### config.mk
export PLATFORM = sky130hd
export DESIGN_NAME = top_k_sorted_score_table
export DESIGN_NICKNAME = d
export VERILOG_FILES = /design/src/tkst_pkg.sv /design/src/tkst_cell.sv /design/src/top_k_sorted_score_table.sv
export SDC_FILE = /design/constraint.sdc
export NUM_CORES = 2
export LEC_CHECK = 0
export ABC_AREA = 1
export BUFFER_PORTS_ARGS = -buffer_cell sky130_fd_sc_hd__buf_2
export CAP_MARGIN = 20
export CORE_MARGIN = 8
export CORE_UTILIZATION = 35
export DETAILED_ROUTE_END_ITERATION = 16
export PLACE_DENSITY = 0.5
export SLEW_MARGIN = 0
export SYNTH_ARGS = -nofsm -noshare
export SYNTH_HDL_FRONTEND = slang
export SYNTH_HIERARCHICAL = 1
export SYNTH_SLANG_ARGS = --single-unit
### constraint.sdc
create_clock -name clk_i -period 9.75 [get_ports clk_i]
set_clock_uncertainty 0.05 [all_clocks]
set_input_delay 0.4875 -clock clk_i [delete_from_list [all_inputs] [get_ports clk_i]]
set_output_delay 0.4875 -clock clk_i [all_outputs]
set_load 0.02 [all_outputs]
### src/tkst_pkg.sv
// Shared types, codes and the name-tag shaping function of the top-k score table.
package tkst_pkg;

  localparam int unsigned ENTRIES    = 16;
  localparam int unsigned NAME_BYTES = 8;

  localparam int unsigned SCORE_W  = 32;
  localparam int unsigned NAME_W   = 64;
  localparam int unsigned RANK_W   = 4;
  localparam int unsigned COUNT_W  = 5;
  // Wide enough for a placement count up to the largest table (64 entries).
  localparam int unsigned PLACED_W = 7;

  localparam logic OP_SUBMIT = 1'b0;
  localparam logic OP_READ   = 1'b1;

  typedef struct packed {
    logic               opcode;
    logic [SCORE_W-1:0] new_score;
    logic [NAME_W-1:0]  entry_name;
    logic [RANK_W-1:0]  read_rank;
  } in_t;

  typedef struct packed {
    logic               accepted;
    logic [RANK_W-1:0]  placed_rank;
    logic [COUNT_W-1:0] entry_count;
    logic               read_valid;
    logic [SCORE_W-1:0] read_score;
    logic [NAME_W-1:0]  read_name;
  } out_t;

  // Broadcast from the controller to every cell.
  typedef struct packed {
    logic               opcode;
    logic               insert;
    logic [SCORE_W-1:0] score;
    logic [RANK_W-1:0]  read_rank;
  } cmd_t;

  // Probe that walks the row, one cell per cycle.
  typedef struct packed {
    logic                vld;
    logic                rvalid;
    logic [PLACED_W-1:0] placed;
    logic [SCORE_W-1:0]  score;
    logic [NAME_W-1:0]   name;
  } pkt_t;

  // Keep the low nbytes bytes, cut the tag at its first zero byte.
  function automatic logic [NAME_W-1:0] shape_tag(logic [NAME_W-1:0] raw,
                                                  int unsigned nbytes);
    logic [NAME_W-1:0] tag;
    logic              alive;
    tag   = '0;
    alive = 1'b1;
    for (int unsigned i = 0; i < NAME_W / 8; i++) begin
      alive = alive && (i < nbytes) && (raw[8*i +: 8] != 8'd0);
      if (alive) begin
        tag[8*i +: 8] = raw[8*i +: 8];
      end
    end
    return tag;
  endfunction

endpackage

### src/tkst_cell.sv
// One rank slot of the score table: holds an entry and forwards the walking probe.
module tkst_cell #(
  parameter int unsigned Idx   = 0,
  parameter int unsigned CntW  = 5,
  parameter int unsigned NameW = 64
) (
  input  logic                     clk_i,
  input  logic                     rst_ni,
  input  tkst_pkg::cmd_t           cmd_i,
  input  logic [CntW-1:0]          count_i,
  input  logic [NameW-1:0]         new_name_i,
  input  logic                     left_pass_i,
  input  logic [tkst_pkg::SCORE_W-1:0] left_score_i,
  input  logic [NameW-1:0]         left_name_i,
  input  tkst_pkg::pkt_t           pkt_i,
  output logic                     pass_o,
  output logic [tkst_pkg::SCORE_W-1:0] score_o,
  output logic [NameW-1:0]         name_o,
  output tkst_pkg::pkt_t           pkt_o
);
  import tkst_pkg::*;

  localparam bit Reach = (Idx < (1 << RANK_W));

  logic [SCORE_W-1:0] score_q;
  logic [NameW-1:0]   name_q;
  logic               occ;
  logic               hit;
  pkt_t               pkt_d, pkt_q;

  assign occ    = CntW'(Idx) < count_i;
  // Entry stays ahead of the new score: occupied and not lower.
  assign pass_o = occ && (score_q >= cmd_i.score);
  assign hit    = Reach && occ && (cmd_i.opcode == OP_READ) &&
                  (cmd_i.read_rank == RANK_W'(Idx));

  assign score_o = score_q;
  assign name_o  = name_q;
  assign pkt_o   = pkt_q;

  // Take the new entry at the insertion point, shift from the left neighbor below it.
  always_ff @(posedge clk_i) begin
    if (cmd_i.insert && !pass_o) begin
      if (left_pass_i) begin
        score_q <= cmd_i.score;
        name_q  <= new_name_i;
      end else begin
        score_q <= left_score_i;
        name_q  <= left_name_i;
      end
    end
  end

  always_comb begin
    pkt_d = pkt_i;
    if (pkt_i.vld) begin
      if (pass_o) begin
        pkt_d.placed = pkt_i.placed + PLACED_W'(1);
      end
      if (hit) begin
        pkt_d.rvalid = 1'b1;
        pkt_d.score  = score_q;
        pkt_d.name   = NAME_W'(name_q);
      end
    end
  end

  always_ff @(posedge clk_i or negedge rst_ni) begin
    if (!rst_ni) begin
      pkt_q <= '0;
    end else begin
      pkt_q <= pkt_d;
    end
  end

endmodule

### src/top_k_sorted_score_table.sv
// Top-k score table: a row of rank cells kept in descending score order.
//
// Usage: the input channel (in_valid_i / in_ready_o / in_data_i) carries one
// command per transfer: a submit of a score with a name tag, or a read of the
// entry at a rank. Every command yields exactly one result on the output
// channel (out_valid_o / out_ready_i / out_data_o).
// A command enters and a probe walks the row of cells, one cell per cycle,
// counting the entries that stay ahead of the new score and picking up the
// entry at the read rank. At the end of the row the insert is committed,
// every cell below the insertion point taking its left neighbor in the same cycle.
// The block takes one command at a time: a new command is taken only after
// the walk through the row for the last one is done and its result has
// left the S_EMIT state.
// A finished result sits in the output register; a new command is taken
// while it waits. If the receiver stalls, the next result holds in the
// block until the output register is free.
// Reset empties the table (fill count zero) and clears the output channel.
module top_k_sorted_score_table #(
  parameter int unsigned Entries   = tkst_pkg::ENTRIES,
  parameter int unsigned NameBytes = tkst_pkg::NAME_BYTES
) (
  input  logic           clk_i,
  input  logic           rst_ni,
  input  logic           in_valid_i,
  output logic           in_ready_o,
  input  tkst_pkg::in_t  in_data_i,
  output logic           out_valid_o,
  input  logic           out_ready_i,
  output tkst_pkg::out_t out_data_o
);
  import tkst_pkg::*;

  localparam int unsigned CntW  = $clog2(Entries + 1);
  localparam int unsigned NameW = 8 * NameBytes;

  typedef enum logic [1:0] {
    S_IDLE,
    S_WALK,
    S_EMIT
  } state_e;

  state_e             state_q;
  logic               start_q;
  logic [CntW-1:0]    count_q, count_d;
  logic               op_q;
  logic [SCORE_W-1:0] score_q;
  logic [RANK_W-1:0]  rank_q;
  logic [NameW-1:0]   name_q;
  out_t               res_q, res_d;
  out_t               out_q;
  logic               out_valid_q;

  cmd_t               cmd;
  pkt_t               pkt_head;
  pkt_t               pkt_tail;
  logic               walk_done;
  logic               take_in;
  logic               accepted;
  logic               emit;

  logic [Entries-1:0]  pass_w;
  logic [SCORE_W-1:0]  score_w [Entries];
  logic [NameW-1:0]    name_w  [Entries];
  pkt_t                pkt_w   [Entries];

  assign in_ready_o  = (state_q == S_IDLE);
  assign take_in     = in_valid_i && in_ready_o;
  assign out_valid_o = out_valid_q;
  assign out_data_o  = out_q;
  // Move the finished result into the output register once it is free.
  assign emit        = (state_q == S_EMIT) && (!out_valid_q || out_ready_i);

  assign pkt_tail  = pkt_w[Entries-1];
  assign walk_done = (state_q == S_WALK) && pkt_tail.vld;
  // Table full and the new score not above the lowest: last cell still passes.
  assign accepted  = (op_q == OP_SUBMIT) && !pass_w[Entries-1];

  always_comb begin
    cmd.opcode    = op_q;
    cmd.insert    = walk_done && accepted;
    cmd.score     = score_q;
    cmd.read_rank = rank_q;
  end

  always_comb begin
    pkt_head     = '0;
    pkt_head.vld = start_q;
  end

  always_comb begin
    count_d = count_q;
    if (cmd.insert && (count_q != CntW'(Entries))) begin
      count_d = count_q + CntW'(1);
    end
  end

  always_comb begin
    res_d             = '0;
    res_d.accepted    = accepted;
    res_d.placed_rank = accepted ? RANK_W'(pkt_tail.placed) : '0;
    res_d.entry_count = COUNT_W'(count_d);
    res_d.read_valid  = pkt_tail.rvalid;
    res_d.read_score  = pkt_tail.score;
    res_d.read_name   = pkt_tail.name;
  end

  for (genvar i = 0; i < Entries; i++) begin : g_cell
    logic               left_pass;
    logic [SCORE_W-1:0] left_score;
    logic [NameW-1:0]   left_name;
    pkt_t               left_pkt;

    if (i == 0) begin : g_head
      assign left_pass  = 1'b1;
      assign left_score = score_q;
      assign left_name  = name_q;
      assign left_pkt   = pkt_head;
    end else begin : g_link
      assign left_pass  = pass_w[i-1];
      assign left_score = score_w[i-1];
      assign left_name  = name_w[i-1];
      assign left_pkt   = pkt_w[i-1];
    end

    tkst_cell #(
      .Idx  (i),
      .CntW (CntW),
      .NameW(NameW)
    ) u_cell (
      .clk_i       (clk_i),
      .rst_ni      (rst_ni),
      .cmd_i       (cmd),
      .count_i     (count_q),
      .new_name_i  (name_q),
      .left_pass_i (left_pass),
      .left_score_i(left_score),
      .left_name_i (left_name),
      .pkt_i       (left_pkt),
      .pass_o      (pass_w[i]),
      .score_o     (score_w[i]),
      .name_o      (name_w[i]),
      .pkt_o       (pkt_w[i])
    );
  end

  always_ff @(posedge clk_i or negedge rst_ni) begin
    if (!rst_ni) begin
      state_q     <= S_IDLE;
      start_q     <= 1'b0;
      count_q     <= '0;
      op_q        <= OP_SUBMIT;
      score_q     <= '0;
      rank_q      <= '0;
      name_q      <= '0;
      res_q       <= '0;
      out_q       <= '0;
      out_valid_q <= 1'b0;
    end else begin
      start_q <= take_in;
      count_q <= count_d;
      if (emit) begin
        out_q       <= res_q;
        out_valid_q <= 1'b1;
      end else if (out_valid_q && out_ready_i) begin
        out_valid_q <= 1'b0;
      end
      unique case (state_q)
        S_IDLE: begin
          if (take_in) begin
            op_q    <= in_data_i.opcode;
            score_q <= in_data_i.new_score;
            rank_q  <= in_data_i.read_rank;
            name_q  <= NameW'(shape_tag(in_data_i.entry_name, NameBytes));
            state_q <= S_WALK;
          end
        end
        S_WALK: begin
          if (walk_done) begin
            res_q   <= res_d;
            state_q <= S_EMIT;
          end
        end
        S_EMIT: begin
          // Hold the result until the output register is free.
          if (emit) begin
            state_q <= S_IDLE;
          end
        end
        default: begin
          state_q <= S_IDLE;
        end
      endcase
    end
  end

endmodule
==> run metrics <==
outcome=complete, no violations; DIE AREA=458000 um2; achievable clock frequency=185 MHz; register-to-register setup slack=4330 ps; final worst slack=4330 ps; crit end category=register; maximum cell stage delay along the critical path=just under 900 ps; worst setup path start=g_cell[0].left_score[10]; Layout fillers=40300; GRT Total Usage=about 16%; number of H-tree levels=5; Post-DRT Antenna Nets=0; LEAKAGE=73.1 nW; aggregate routed wire length=383000 um; Setup TNS=0 ps; global-route wire length before repair=591000 um; DR pass1 iterations=8; worst hold slack across all endpoints=4.20 ps; Post CTS Setup Buffer Count=0; Root Buffer=clkbuf_16; most repeated library cell on the critical path=nand2_1; Remaining Overflow, GRT=0; Gate Count Post-Synth=11700; Max transition margin=between 8 and 9%; Area growth syn-to-layout=14.4%; Critical R2R Launch=g_cell[0].left_score[10]; number of buffers added by the clock tree synthesis step=approximately 380; final critical-path required period=around 5400 ps; area of the placeable core=about 430000 um2; per-instance average area after synthesis=around 13 um2; Setup Crit Path Kind=reg -> reg; initial antenna violation count=15; insertion delay to the later sink of the worst-skew pair=950 ps; Setup violations, final=0; vias in the first global route=93600; final cycle utilization of the critical path=a little under three fifths; non-filler cells in the finished layout=~18000; peak supply drop=0.000165 V; most frequent cells in the layout=2132 x mux2_2, 1956 x dfrtp_1, 1536 x edfxtp_1; Startpoint Class=register; initial standard-cell utilization of the core=between 30% and 40%; critical path data arrival time=5890 ps; routed length per placed instance=20.9 um; number of clock sinks=3492; Via-to-Cell Ratio=4.73; DRC viols=0; CP max-delay cell=buf_4; Chip Width=677 um; half-perimeter wire length after placement=248000 um; Die Y=677 um; number of max-cap violations=0; TritonCTS clock tree=done; number of top-level pins=214; final layout net count=between 10000 and 15000; setup repair after global routing missed its margin=false; most common cell after layout, fill and taps aside=mux2_2; Syn Std Cell Area=153000 um2; count of placed standard cells including taps=17500; total via count in the routed design=86800; endpoints failing hold=0; number of design-rule violations left by the first detailed-router iteration=5233; Max Fanout on Critical Path=56; actual transition at the worst max-transition pin=about 1400 ps; power density cells=256 nW/um2; Clock transition at path regs=60 ps; Req. time, crit path=10230 ps; Post-Route Utilization=between 40% and 50%; Worst Hold Class=in -> async; PortBufs=213; layout cells sized above 1=between 20% and 30%; number of warnings printed during yosys synthesis=6; final-report max-slew violation count=0; pre-CTS setup slack=roughly 4300 ps; maximum number of pins on one net before global-route repair=177; worst path cell trace=buf_4, inv_1, ha_1, nand2_1, inv_1, nand2_1, nand2_1, nand2_1, nand2_1, nor2_1, nand2_1, nand2_1, a21boi_0, or2_2, nor2_8, buf_4, inv_1, nor2_4, buf_4, buf_4; maximum number of buffers from clock root to sink=4; Std-Cell Rows=242; Routability Congestion=0.810
## timing repair
item,in CTS,in global routing
hold buffers,108,0
setup endpoints to repair,0,0
hold endpoints to repair,193,0
resized for setup,0,0
## metrics by stage
step           area, um2  total power [mW]
2_1_floorplan     153000              26.0
3_3_place_gp      161000              30.2
3_5_place_dp      161000              30.5
4_1_cts           175000              45.3
5_1_grt           175000              47.2
6_report          175000              44.7
## metal layers
layer	up-vias	global-route usage (%)	wire length, um
met5	-	0	0
met4	0	4.26	10200
met3	528	2.12	13700
met2	1410	27.1	179000
met1	43600	22.7	180000
li1	41300	-	-
## registers in the layout, summed over array words and instances (netlist names)
signal	count
g_cell.u_cell/pkt_o	1632
g_cell.u_cell/name_o	1024
g_cell.u_cell/score_o	512
out_data_o	107
res_q	107
g_cell.left_name	64
g_cell.left_score	32
count_q	5
rank_q	4
state_q	2
op_q	1
out_valid_o	1
start_q	1
## final timing paths
kind	end	cells after the start
max in group asynchronous	g_cell[12].u_cell/pkt_o[30]	4
min in group clk_i	g_cell[0].left_name[38]	4
hold reg to reg	g_cell[1].u_cell/pkt_o[104]	0
hold / removal	g_cell[0].u_cell/pkt_o[97]	2
setup / recovery	g_cell[9].u_cell/name_o[27]	20
setup reg to reg	g_cell[9].u_cell/name_o[27]	20
## final cells by class
cell class | instances | area (um2) | area share (%)
timing repair buffer | 502 | 4100 | 2.35
inverter | 1117 | 4210 | 2.41
tap | 5734 | 7170 | 4.10
antenna | 9 | 22.5 | 0.0129
sequential | 3492 | 95100 | 54.4
clock buffer | 565 | 11100 | 6.34
multi-input combinational | 6762 | 51500 | 29.5
clock inverter | 153 | 1630 | 0.932
## worst max-delay path: cells and delay by family, from the launching register on
kind / cells / cell delay (ps)
AND/OR/NAND/NOR: 11 / 1240
buffers and inverters: 7 / 2420
AO/OA/AOI/OAI: 1 / 150
adder cells (fa/ha/maj): 1 / 300
flip-flops: 1 / 640
## report_power, final
part / total, mW / internal [mW] / switching, mW / leakage (nW)
sequential: 19.6 / 18.0 / 1.62 / 37.1
combinational: 10.5 / 3.73 / 6.78 / 29.8
clock: 14.5 / 8.53 / 6.01 / 6.25
Power figures use the tool's default switching activity.
